### config.mk
export PLATFORM = sky130hd
export DESIGN_NAME = bounded_deque_with_search
export DESIGN_NICKNAME = d
export VERILOG_FILES = /design/src/design/bdq_pkg.sv /design/src/design/bdq_ram.sv /design/src/design/bdq_ctrl.sv /design/src/design/bounded_deque_with_search.sv
export SDC_FILE = /design/constraint.sdc
export NUM_CORES = 2
export LEC_CHECK = 0
export BUFFER_PORTS_ARGS = -buffer_cell sky130_fd_sc_hd__buf_4
export CAP_MARGIN = 20
export CORE_AREA = 8 8 376 378
export CTS_BUF_LIST = sky130_fd_sc_hd__clkbuf_4 sky130_fd_sc_hd__clkbuf_8 sky130_fd_sc_hd__clkbuf_16
export DETAILED_ROUTE_END_ITERATION = 8
export DIE_AREA = 0 0 384 386
export MAX_ROUTING_LAYER = met4
export PLACE_DENSITY = 0.74
export SLEW_MARGIN = 30
export SYNTH_ARGS = -nofsm -noshare
export SYNTH_HDL_FRONTEND = slang
export SYNTH_SLANG_ARGS = --single-unit
### constraint.sdc
create_clock -name clk_i -period 10.65 [get_ports clk_i]
set_clock_uncertainty 0.1 [all_clocks]
set_input_delay 1.5975 -clock clk_i [delete_from_list [all_inputs] [get_ports clk_i]]
set_output_delay 1.5975 -clock clk_i [all_outputs]
set_load 0.02 [all_outputs]
### src/design/bdq_pkg.sv
// ----------------------------------------------------------------------------
// bdq_pkg: shared types and constants for the bounded deque with search
// Holds the store geometry, operation and status codes, the record and
// result structures, the memory request bundle and the sequencer states.
// ----------------------------------------------------------------------------
package bdq_pkg;

  // store geometry (DEPTH must be a power of two: slots wrap by truncation)
  localparam int unsigned DEPTH        = 16;
  localparam int unsigned ADDR_W       = $clog2(DEPTH);
  localparam int unsigned CNT_W        = $clog2(DEPTH + 1);

  // record fields
  localparam int unsigned KEY_BITS     = 64;
  localparam int unsigned PAYLOAD_BITS = 32;
  localparam int unsigned REC_W        = KEY_BITS + PAYLOAD_BITS;

  // stream fields
  localparam int unsigned MODE_W       = 3;
  localparam int unsigned POS_W        = 8;
  localparam int unsigned STAT_W       = 3;
  localparam int unsigned IN_RAW_W     = POS_W + KEY_BITS + PAYLOAD_BITS;
  localparam int unsigned IN_DATA_W    = ((IN_RAW_W + 7) / 8) * 8;
  localparam int unsigned OUT_RAW_W    = KEY_BITS + PAYLOAD_BITS + ADDR_W + CNT_W;
  localparam int unsigned OUT_DATA_W   = ((OUT_RAW_W + 7) / 8) * 8;

  // operation codes
  typedef enum logic [MODE_W-1:0] {
    MODE_PUSH_FRONT = 3'd0,
    MODE_PUSH_BACK  = 3'd1,
    MODE_POP_FRONT  = 3'd2,
    MODE_POP_BACK   = 3'd3,
    MODE_READ       = 3'd4,
    MODE_FIND       = 3'd5,
    MODE_DELETE     = 3'd6
  } mode_e;

  // status codes
  typedef enum logic [STAT_W-1:0] {
    STAT_OK        = 3'd0,
    STAT_EMPTY     = 3'd1,
    STAT_RANGE     = 3'd2,
    STAT_NOT_FOUND = 3'd3,
    STAT_FULL      = 3'd4
  } stat_e;

  // sequencer states
  typedef enum logic [2:0] {
    ST_IDLE,
    ST_EXEC,
    ST_RD_WAIT,
    ST_FIND,
    ST_DEL_FIRST,
    ST_DEL_SHIFT,
    ST_DONE
  } state_e;

  typedef struct packed {
    logic [PAYLOAD_BITS-1:0] payload;
    logic [KEY_BITS-1:0]     key;
  } rec_t;

  typedef struct packed {
    logic              we;
    logic [ADDR_W-1:0] waddr;
    rec_t              wdata;
    logic              re;
    logic [ADDR_W-1:0] raddr;
  } ram_req_t;

  typedef struct packed {
    stat_e                   status;
    logic [KEY_BITS-1:0]     key;
    logic [PAYLOAD_BITS-1:0] payload;
    logic [ADDR_W-1:0]       index;
    logic [CNT_W-1:0]        held;
  } res_t;

  // ring slot of a position counted from the front
  function automatic logic [ADDR_W-1:0] slot_of(input logic [ADDR_W-1:0] front,
                                                input logic [CNT_W-1:0]  off);
    return front + off[ADDR_W-1:0];
  endfunction

endpackage

### src/design/bdq_ram.sv
// ----------------------------------------------------------------------------
// bdq_ram: record store
// One write port and one read port, read data registered.
// ----------------------------------------------------------------------------
module bdq_ram (
  input  logic            clk_i,
  input  bdq_pkg::ram_req_t req_i,
  output bdq_pkg::rec_t   rdata_o
);
  import bdq_pkg::*;

  rec_t mem_q [DEPTH];
  rec_t rdata_q;

  // write port
  always_ff @(posedge clk_i) begin
    if (req_i.we) begin
      mem_q[req_i.waddr] <= req_i.wdata;
    end
  end

  // registered read port
  always_ff @(posedge clk_i) begin
    if (req_i.re) begin
      rdata_q <= mem_q[req_i.raddr];
    end
  end

  assign rdata_o = rdata_q;

endmodule

### src/design/bdq_ctrl.sv
// ----------------------------------------------------------------------------
// bdq_ctrl: operation sequencer
// Holds front slot and entry count, decodes one operation at a time and
// walks the record store for find and for the gap closing of delete.
// ----------------------------------------------------------------------------
module bdq_ctrl (
  input  logic                         clk_i,
  input  logic                         rst_ni,
  // operation transfer
  input  logic                         op_valid_i,
  output logic                         op_ready_o,
  input  bdq_pkg::mode_e               op_mode_i,
  input  logic [bdq_pkg::POS_W-1:0]    op_pos_i,
  input  logic [bdq_pkg::KEY_BITS-1:0] op_key_i,
  input  logic [bdq_pkg::PAYLOAD_BITS-1:0] op_payload_i,
  // result hand-off
  output logic                         res_valid_o,
  input  logic                         res_ready_i,
  output bdq_pkg::res_t                res_o,
  // record store
  output bdq_pkg::ram_req_t            ram_req_o,
  input  bdq_pkg::rec_t                ram_rdata_i
);
  import bdq_pkg::*;

  state_e                  state_q, state_d;
  logic [ADDR_W-1:0]       front_q, front_d;
  logic [CNT_W-1:0]        count_q, count_d;
  logic [CNT_W-1:0]        idx_q, idx_d;
  mode_e                   mode_q, mode_d;
  logic [POS_W-1:0]        pos_q, pos_d;
  logic [KEY_BITS-1:0]     key_q, key_d;
  logic [PAYLOAD_BITS-1:0] pay_q, pay_d;
  res_t                    res_q, res_d;

  // control state
  always_ff @(posedge clk_i or negedge rst_ni) begin
    if (!rst_ni) begin
      state_q <= ST_IDLE;
      front_q <= '0;
      count_q <= '0;
    end else begin
      state_q <= state_d;
      front_q <= front_d;
      count_q <= count_d;
    end
  end

  // operation and result payload
  always_ff @(posedge clk_i) begin
    idx_q  <= idx_d;
    mode_q <= mode_d;
    pos_q  <= pos_d;
    key_q  <= key_d;
    pay_q  <= pay_d;
    res_q  <= res_d;
  end

  // next state, store requests and result
  always_comb begin
    state_d   = state_q;
    front_d   = front_q;
    count_d   = count_q;
    idx_d     = idx_q;
    mode_d    = mode_q;
    pos_d     = pos_q;
    key_d     = key_q;
    pay_d     = pay_q;
    res_d     = res_q;
    ram_req_o = '0;
    op_ready_o  = 1'b0;
    res_valid_o = 1'b0;

    case (state_q)
      // wait for an operation
      ST_IDLE: begin
        op_ready_o = 1'b1;
        if (op_valid_i) begin
          mode_d         = op_mode_i;
          pos_d          = op_pos_i;
          key_d          = op_key_i;
          pay_d          = op_payload_i;
          res_d          = '0;
          res_d.status   = STAT_OK;
          state_d        = ST_EXEC;
        end
      end

      // decode and start the operation
      ST_EXEC: begin
        state_d = ST_DONE;
        case (mode_q)
          MODE_PUSH_FRONT, MODE_PUSH_BACK: begin
            if (count_q == CNT_W'(DEPTH)) begin
              res_d.status = STAT_FULL;
            end else begin
              ram_req_o.we            = 1'b1;
              ram_req_o.wdata.key     = key_q;
              ram_req_o.wdata.payload = pay_q;
              if (mode_q == MODE_PUSH_FRONT) begin
                front_d         = front_q - ADDR_W'(1);
                ram_req_o.waddr = front_q - ADDR_W'(1);
              end else begin
                ram_req_o.waddr = slot_of(front_q, count_q);
              end
              count_d = count_q + CNT_W'(1);
            end
          end
          MODE_POP_FRONT, MODE_POP_BACK: begin
            if (count_q == '0) begin
              res_d.status = STAT_EMPTY;
            end else begin
              ram_req_o.re = 1'b1;
              if (mode_q == MODE_POP_FRONT) begin
                ram_req_o.raddr = front_q;
                front_d         = front_q + ADDR_W'(1);
              end else begin
                ram_req_o.raddr = slot_of(front_q, count_q - CNT_W'(1));
              end
              count_d = count_q - CNT_W'(1);
              state_d = ST_RD_WAIT;
            end
          end
          MODE_READ: begin
            if (pos_q >= POS_W'(count_q)) begin
              res_d.status = STAT_RANGE;
            end else begin
              ram_req_o.re    = 1'b1;
              ram_req_o.raddr = slot_of(front_q, pos_q[CNT_W-1:0]);
              state_d         = ST_RD_WAIT;
            end
          end
          MODE_FIND: begin
            if (count_q == '0) begin
              res_d.status = STAT_NOT_FOUND;
            end else begin
              ram_req_o.re    = 1'b1;
              ram_req_o.raddr = front_q;
              idx_d           = '0;
              state_d         = ST_FIND;
            end
          end
          MODE_DELETE: begin
            if (pos_q >= POS_W'(count_q)) begin
              res_d.status = STAT_RANGE;
            end else begin
              ram_req_o.re    = 1'b1;
              ram_req_o.raddr = slot_of(front_q, pos_q[CNT_W-1:0]);
              idx_d           = pos_q[CNT_W-1:0];
              state_d         = ST_DEL_FIRST;
            end
          end
          default: begin
            // unused code: no change, ok status
            res_d.status = STAT_OK;
          end
        endcase
      end

      // capture the record of a pop or read
      ST_RD_WAIT: begin
        res_d.key     = ram_rdata_i.key;
        res_d.payload = ram_rdata_i.payload;
        state_d       = ST_DONE;
      end

      // compare one held entry per cycle, front first
      ST_FIND: begin
        if (ram_rdata_i.key == key_q) begin
          res_d.status  = STAT_OK;
          res_d.key     = ram_rdata_i.key;
          res_d.payload = ram_rdata_i.payload;
          res_d.index   = idx_q[ADDR_W-1:0];
          state_d       = ST_DONE;
        end else if (idx_q + CNT_W'(1) == count_q) begin
          res_d.status = STAT_NOT_FOUND;
          state_d      = ST_DONE;
        end else begin
          ram_req_o.re    = 1'b1;
          ram_req_o.raddr = slot_of(front_q, idx_q + CNT_W'(1));
          idx_d           = idx_q + CNT_W'(1);
        end
      end

      // capture the deleted record, start closing the gap
      ST_DEL_FIRST: begin
        res_d.key     = ram_rdata_i.key;
        res_d.payload = ram_rdata_i.payload;
        if (idx_q + CNT_W'(1) < count_q) begin
          ram_req_o.re    = 1'b1;
          ram_req_o.raddr = slot_of(front_q, idx_q + CNT_W'(1));
          state_d         = ST_DEL_SHIFT;
        end else begin
          count_d = count_q - CNT_W'(1);
          state_d = ST_DONE;
        end
      end

      // move entry idx+1 into slot of idx, prefetch idx+2
      ST_DEL_SHIFT: begin
        ram_req_o.we    = 1'b1;
        ram_req_o.waddr = slot_of(front_q, idx_q);
        ram_req_o.wdata = ram_rdata_i;
        idx_d           = idx_q + CNT_W'(1);
        if (idx_q + CNT_W'(2) < count_q) begin
          ram_req_o.re    = 1'b1;
          ram_req_o.raddr = slot_of(front_q, idx_q + CNT_W'(2));
        end else begin
          count_d = count_q - CNT_W'(1);
          state_d = ST_DONE;
        end
      end

      // hand the result to the output register
      ST_DONE: begin
        res_valid_o = 1'b1;
        if (res_ready_i) begin
          state_d = ST_IDLE;
        end
      end

      default: begin
        state_d = ST_IDLE;
      end
    endcase
  end

  // result with the entry count after the operation
  always_comb begin
    res_o      = res_q;
    res_o.held = count_q;
  end

endmodule

### src/design/bounded_deque_with_search.sv
// ----------------------------------------------------------------------------
// bounded_deque_with_search: bounded double-ended queue of keyed records
// Ring buffer of records with push, pop, read, find and delete at a position.
// ----------------------------------------------------------------------------
// Usage
//   s_axis carries one operation per transfer: tuser holds the mode, tdata the
//   position, key and payload. m_axis returns exactly one result per
//   operation: tuser holds the status, tdata the record found, its index and
//   the entry count after the operation.
//   Operations are done one at a time by a sequencer around a record memory
//   with registered read data. After accept, every operation is decoded;
//   push, refused operations and unused modes then go straight to the result;
//   pop and read wait for the read data; find compares entries from the front
//   one at a time until a match or the last entry (up to 16 compared);
//   delete captures the record, then moves each later entry toward the front.
//   The next operation is accepted in the cycle after the result leaves the
//   sequencer; the memory walk of find and delete makes those the longest.
//   Reset empties the queue at once; memory contents are not cleared.
//   A stalled result waits in the output register; one more operation can
//   be accepted and worked on meanwhile, and then input stalls.
// ----------------------------------------------------------------------------
module bounded_deque_with_search (
  input  logic                              clk_i,
  input  logic                              rst_ni,
  // operation input
  input  logic                              s_axis_tvalid_i,
  output logic                              s_axis_tready_o,
  // tdata: position [7:0], record_key [71:8], record_payload [103:72]
  input  logic [bdq_pkg::IN_DATA_W-1:0]     s_axis_tdata_i,
  // tuser: mode [2:0]
  input  logic [bdq_pkg::MODE_W-1:0]        s_axis_tuser_i,
  // result output
  output logic                              m_axis_tvalid_o,
  input  logic                              m_axis_tready_i,
  // tdata: found_key [63:0], found_payload [95:64], found_index [99:96],
  //        entries_held [104:100], zero fill above
  output logic [bdq_pkg::OUT_DATA_W-1:0]    m_axis_tdata_o,
  // tuser: status [2:0]
  output logic [bdq_pkg::STAT_W-1:0]        m_axis_tuser_o
);
  import bdq_pkg::*;

  ram_req_t ram_req;
  rec_t     ram_rdata;
  logic     res_valid;
  logic     res_ready;
  res_t     res;
  logic     out_valid_q;
  res_t     out_res_q;

  // sequencer
  bdq_ctrl u_ctrl (
    .clk_i        (clk_i),
    .rst_ni       (rst_ni),
    .op_valid_i   (s_axis_tvalid_i),
    .op_ready_o   (s_axis_tready_o),
    .op_mode_i    (mode_e'(s_axis_tuser_i)),
    .op_pos_i     (s_axis_tdata_i[POS_W-1:0]),
    .op_key_i     (s_axis_tdata_i[POS_W+KEY_BITS-1:POS_W]),
    .op_payload_i (s_axis_tdata_i[IN_RAW_W-1:POS_W+KEY_BITS]),
    .res_valid_o  (res_valid),
    .res_ready_i  (res_ready),
    .res_o        (res),
    .ram_req_o    (ram_req),
    .ram_rdata_i  (ram_rdata)
  );

  // record store
  bdq_ram u_ram (
    .clk_i   (clk_i),
    .req_i   (ram_req),
    .rdata_o (ram_rdata)
  );

  // output register
  assign res_ready = !out_valid_q || m_axis_tready_i;

  always_ff @(posedge clk_i or negedge rst_ni) begin
    if (!rst_ni) begin
      out_valid_q <= 1'b0;
    end else if (res_ready) begin
      out_valid_q <= res_valid;
    end
  end

  always_ff @(posedge clk_i) begin
    if (res_valid && res_ready) begin
      out_res_q <= res;
    end
  end

  // result packing
  assign m_axis_tvalid_o = out_valid_q;
  assign m_axis_tuser_o  = out_res_q.status;
  assign m_axis_tdata_o  = {{(OUT_DATA_W - OUT_RAW_W){1'b0}}, out_res_q.held,
                            out_res_q.index, out_res_q.payload, out_res_q.key};

endmodule

**Yosys cells after proc, flatten, opt, wreduce, memory -nomap -nowiden**

Memory sizes are Yosys's and may differ from the RTL's. A register that Yosys moved wholly into a read port is not among the register bits.
Cells that the tools add are included.

- RAM bits: 1536
- Bits of input ports: 111
- Logic and storage cells: 154
- Memories: 1
- Bits in registers: 336
- Output and inout port bits: 117

- Add/subtract/negate cells: 12
- Magnitude comparators: 3
- Reduce and logical (&&, ||, !) cells: 24
- Equal/unequal tests: 37
- Muxes and demuxes: 59

Memories:

| name | words | bits a word | read ports | clocked after Yosys merged registers in | wr ports | line | text |
|---|---|---|---|---|---|---|---|
| u_ram.mem_q | 16 | 96 | 1 | 1 | 1 | bdq_ram.sv:12 | `rec_t mem_q [DEPTH];` |

Operators by type and width:

| cell | number |
|---|---|
| $pmux W96 S3 | 1 |
| $mux W101 | 2 |
| $pmux W101 S2 | 1 |
| $mux W108 | 1 |
| $mux W100 | 1 |
| $mux W5 | 15 |
| $eq A64 B64 Y1 | 1 |
| $pmux W5 S3 | 3 |
| $mux W3 | 14 |
| $add A4 B4 Y4 | 6 |
| $mux W4 | 6 |
| $pmux W3 S4 | 2 |
| $pmux W3 S7 | 1 |
| $pmux W5 S2 | 2 |
| $pmux W5 S4 | 1 |
| $eq A3 B3 Y1 const B | 6 |
| $ne A3 B3 Y1 const B | 6 |
| $reduce_and A6 Y1 | 3 |
| $ne A2 B2 Y1 const B | 8 |
| $pmux W4 S2 | 2 |
| $eq A3 B2 Y1 const B | 4 |
| $ne A3 B2 Y1 const B | 4 |
| $reduce_bool A3 Y1 | 4 |
| $add A5 B1 Y5 const B | 2 |
| other kinds (25) | 39 |

**Depth between registers and ports, before layout**

- Word-level depth: 7
- Mapped depth: 17
- Gate-level depth less buffers: 13

**Cells and area by module**

From an unflattened synthesis, not the netlist that was laid out.

- Cells, all modules: 3521
- Area total of the unflattened synthesis: 75157.1 um2

Modules (own cells, without submodules):

| module | cells each | sequential area each (um2) | area an instance (um2) | times used |
|---|---|---|---|---|
| bdq_ram | 2460 | 49007.0 | 60316.6 | 1 |
| bdq_ctrl | 941 | 6756.5 | 11487.3 | 1 |
| bounded_deque_with_search | 120 | 3268.1 | 3353.2 | 1 |

**Worst setup path before layout**

No wires, ideal clock.

- Path kind: input to register
- Start point: in m_axis_tready_i
- End point: reg out_res_q, in the netlist m_axis_tdata_o[0], enable pin
- Path buffers: 0
- Data required time: 9.843 ns
- Path slack: 0.902 ns
- Setup time: 0.707 ns
- Arrival: 8.941 ns
- Cell stages on the path: 2
- Cell sequence: nor2b_1 > nor3_1

- Cells in the longest elaborated chain, start to end: 2

RTL lines:

| what | line | text |
|---|---|---|
| start: declaration | bounded_deque_with_search.sv:34 | `input logic m_axis_tready_i,` |
| $logic_or A1 B1 Y1 | bounded_deque_with_search.sv:76 | `assign res_ready = !out_valid_q \|\| m_axis_tready_i;` |
| $logic_and A1 B1 Y1 | bounded_deque_with_search.sv:87 | `if (res_valid && res_ready) begin` |
| end signal: assignment | bounded_deque_with_search.sv:88 | `out_res_q <= res;` |
| end: declaration | bounded_deque_with_search.sv:49 | `res_t out_res_q;` |

No other way between the ends.
A chain may end at the register's enable or synchronous reset.

**Final worst setup path**

- Start point: reg u_ram.rdata_o[61] (netlist name)
- End point: reg u_ram.rdata_o[60] (netlist name)

- Cells in the longest elaborated chain, start to end: 3

RTL lines:

| what | line | text |
|---|---|---|
| $eq A64 B64 Y1 | bdq_ctrl.sv:169 | `if (ram_rdata_i.key == key_q) begin` |
| $mux W5 | bdq_ctrl.sv:169 |  |
| $pmux W5 S4 | bdq_ctrl.sv:74 | `case (state_q)` |

No other way between the ends.

==> qor.csv <==
metric,value,unit
Rows,135,
Place WS,4.77,ns
CP Max Fanout,49,
initial antenna violation count,6,
Final Setup Violations,0,
CTS tree,done,
number of port buffers,220,
fin. max-slew vios,0,
Crit path max-delay family,simple AND/OR/NAND/NOR gates,
pin count of the biggest net entering global routing,158,
core region area,135000,sq um
Final ANT Viol Nets,0,
WL/cell,32.3,um
Resized Gates After CTS,0,
MaxCap Viol Count,0,
flop2flop setup slack,4.61,ns
Lkg Pwr,0.0294,uW
Synth Warn #,0,
GPL Wtd Cong,0.849,
TritonRoute pass-1 iters,6,
clock root buffer,clkbuf_16,
RSZ-0062 raised after global routing,no,
CP max stage delay,0.80,ns
CTS Hold Buffers Added,0,
WP buf/inv,2,
initial drt markers,5000,
die height,386,um
# DRC,0,
gr ovfl total,0,
synthesized area per cell,22.1,sq um
Hold Path Cell Cnt,0,
Final period util,56.7,%
Final TNS setup,0,ns
Synth Instances,3461,
Slew HR,29.1,%
num ports,228,
Mapped Area,76600,sq um
CP max stage cell,buf_4,
H-tree depth,4,
worst reg2reg path startpoint,u_ram.rdata_o[61],
Startpoint Class,register,
fin util,64.2,%
HPWL Detailed,90300,um
Crit. End Element,register,
Skew-Pair Late Insertion Delay,0.82,ns
status,"complete, no violations",
Reg2Reg Depth,11,
Hold Path Class,reg2reg,
peak supply drop,0.846,mV
Synth Register Bits,1968,
Hold Crit Endpoint,m_axis_tdata_o[7],
pwr/cell area,309,nW/um^2
hold_sp,u_ctrl.res_o[48],
register area share after synthesis,77.0,%
Die Area,148000,sq um
crit path kind,reg2reg,
CP required,11.11,ns
number of synthesized flops with an enable pin,1955,
Finished Layout Cells,5715,
Max Clock Freq,166,MHz
Worst path most repeated cell,buf_4,
first-pass GRT wire length,261000,um
Placed Cells,5355,
Final #Nets,3921,
vias in the first global route,37300,
min Tclk post-route,6.04,ns
Final Hold Viols,0,
vias per cell,6.56,
clk slew on worst S/H paths,0.06,ns
Main synth FF type,edfxtp_1,
worst path cell trace,xor2_1 -> nor4_1 -> nand4_1 -> nor4_4 -> nor2_2 -> a311oi_4 -> buf_4 -> buf_4 -> mux4_1 -> a22oi_1 -> nand2_1,
Area Overhead vs Synth,13.0,%
Post-CTS Setup Repair Bufs,0,
Final Worst Setup Slack,4.61,ns
asr flop ratio synth,0.661,%
worst-margin pin slew,1.06,ns
Vias,37500,
Initial Util,56.8,%
WL final,185000,um
share of cells above drive strength 1,19.1,%
post-synth cell types,69,
reg2reg end,u_ram.rdata_o[60],
die width,384,um
clk buf depth,3,
crit path DAT,6.50,ns
global-route usage over all layers,25.2,%
hold slack,0.304,ns
total CTS buffers,190,
Clock Sinks,1968,
==> Yosys cell counts (all sizes together), types with 3 or more instances <==
| library cell | count | share of area [%] |
|---|---|---|
| and3 | 4 | 0.033 |
| nand4 | 8 | 0.065 |
| nor3 | 8 | 0.080 |
| or2 | 3 | 0.024 |
| nor2b | 5 | 0.041 |
| fa | 6 | 0.16 |
| nand2b | 5 | 0.041 |
| and2 | 103 | 0.84 |
| buf | 119 | 1.6 |
| nor4 | 19 | 0.17 |
| nand2 | 136 | 0.67 |
| bufbuf | 3 | 0.073 |
| mux4 | 384 | 13 |
| ha | 38 | 0.62 |
| nor2 | 69 | 0.34 |
| dfrtp | 13 | 0.42 |
| a22o | 65 | 0.74 |
| a21o | 8 | 0.080 |
| mux2i | 4 | 0.052 |
| a21oi | 35 | 0.23 |
| xnor2 | 18 | 0.21 |
| a22oi | 230 | 2.3 |
| o21ai | 20 | 0.13 |
| xor2 | 79 | 0.90 |
| nand3 | 8 | 0.052 |
| edfxtp | 1955 | 77 |
| inv | 25 | 0.12 |
| clkbuf | 57 | 0.34 |
==> worst max-delay path by stage <==
stage | startpoint | end | slack [ns] | cells past startpoint
2_1_floorplan | m_axis_tready_i | m_axis_tdata_o[0] | 0.90 | 2
3_3_place_gp | u_ram.rdata_o[49] | u_ram.rdata_o[45] | 4.66 | 11
3_5_place_dp | u_ctrl.key_q[16] | u_ram.rdata_o[49] | 4.77 | 11
4_1_cts | u_ctrl.key_q[16] | u_ram.rdata_o[60] | 4.71 | 11
5_1_grt | u_ram.rdata_o[61] | u_ram.rdata_o[50] | 4.50 | 11
6_report | u_ram.rdata_o[61] | u_ram.rdata_o[60] | 4.61 | 11
==> cells in the final DEF (no fill, tap or decap), drive strengths merged, types with 5 or more instances in the layout <==
cell      count
nand3         8
ha           38
clkinv       94
a22o         65
xor2         79
nor3          8
a21o          8
fa            6
conb          7
mux4        384
and2        103
clkbuf      233
a22oi       230
clkinvlp      5
buf         286
nor2         69
nand4         8
nand2       136
dfrtp        13
nand2b        5
nor4         19
bufinv       19
inv          33
xnor2        18
edfxtp     1955
o21ai        20
a21oi        35
nor2b         5
==> sequential cells by signal, indices dropped and copies added, names as in the netlist <==
name / count
m_axis_tdata_o: 105
m_axis_tuser_o: 3
m_axis_tvalid_o: 1
u_ctrl.count_q: 5
u_ctrl.front_q: 4
u_ctrl.idx_q: 5
u_ctrl.key_q: 64
u_ctrl.mode_q: 3
u_ctrl.pay_q: 32
u_ctrl.pos_q: 8
u_ctrl.res_o: 103
u_ctrl.state_q: 3
u_ram.mem_q: 1536
u_ram.rdata_o: 96
==> power breakdown <==
part / switching, uW / total, uW / internal, uW
Clock: 2940 / 6840 / 3900
Combinational: 5420 / 8860 / 3430
Sequential: 559 / 11100 / 10500
Total: 8920 / 26800 / 17800
==> per-layer routing <==
layer,part of all wire (%),track usage (%),up-vias
li1,-,-,15300
met3,9.8,4.86,312
met5,0,-,-
met2,48,39.4,2277
met4,2.7,7.10,0
met1,39,34.5,19600
==> kinds of logic (layout without fill, tap and decap cells) <==
kind of cell / count (synthesis) / in the layout / synth area share, %
AOI/OAI and AO/OA: 384 / 384 / 3.75
xor gates and xnor gates: 97 / 97 / 1.11
adders and majority gates: 44 / 44 / 0.777
buffers and inverters: 204 / 670 / 2.14
DFF: 1968 / 1968 / 77.0
muxes: 389 / 389 / 12.8
other: 1 / 8 / 0.00489
and+or+nand+nor: 374 / 374 / 2.42
==> layout make-up <==
type	count	area [sq um]
Fill cell	8538	48400
Multi-Input combinational cell	1295	16200
Sequential cell	1968	59000
Tap cell	1781	2230
Clock buffer	233	5080
Clock inverter	126	1370
Antenna cell	1	2.50
Timing Repair Buffer	286	2590
Inverter	25	93.8
==> per-stage QoR <==
stage               instance area [sq um]  total power [uW]
finish                              86600             26800
global route                        86600             27800
CTS                                 86600             26800
detailed placement                  80100             20000
global placement                    79800             19800
floorplan                           76600             17600
Power figures use the tool's default switching activity.
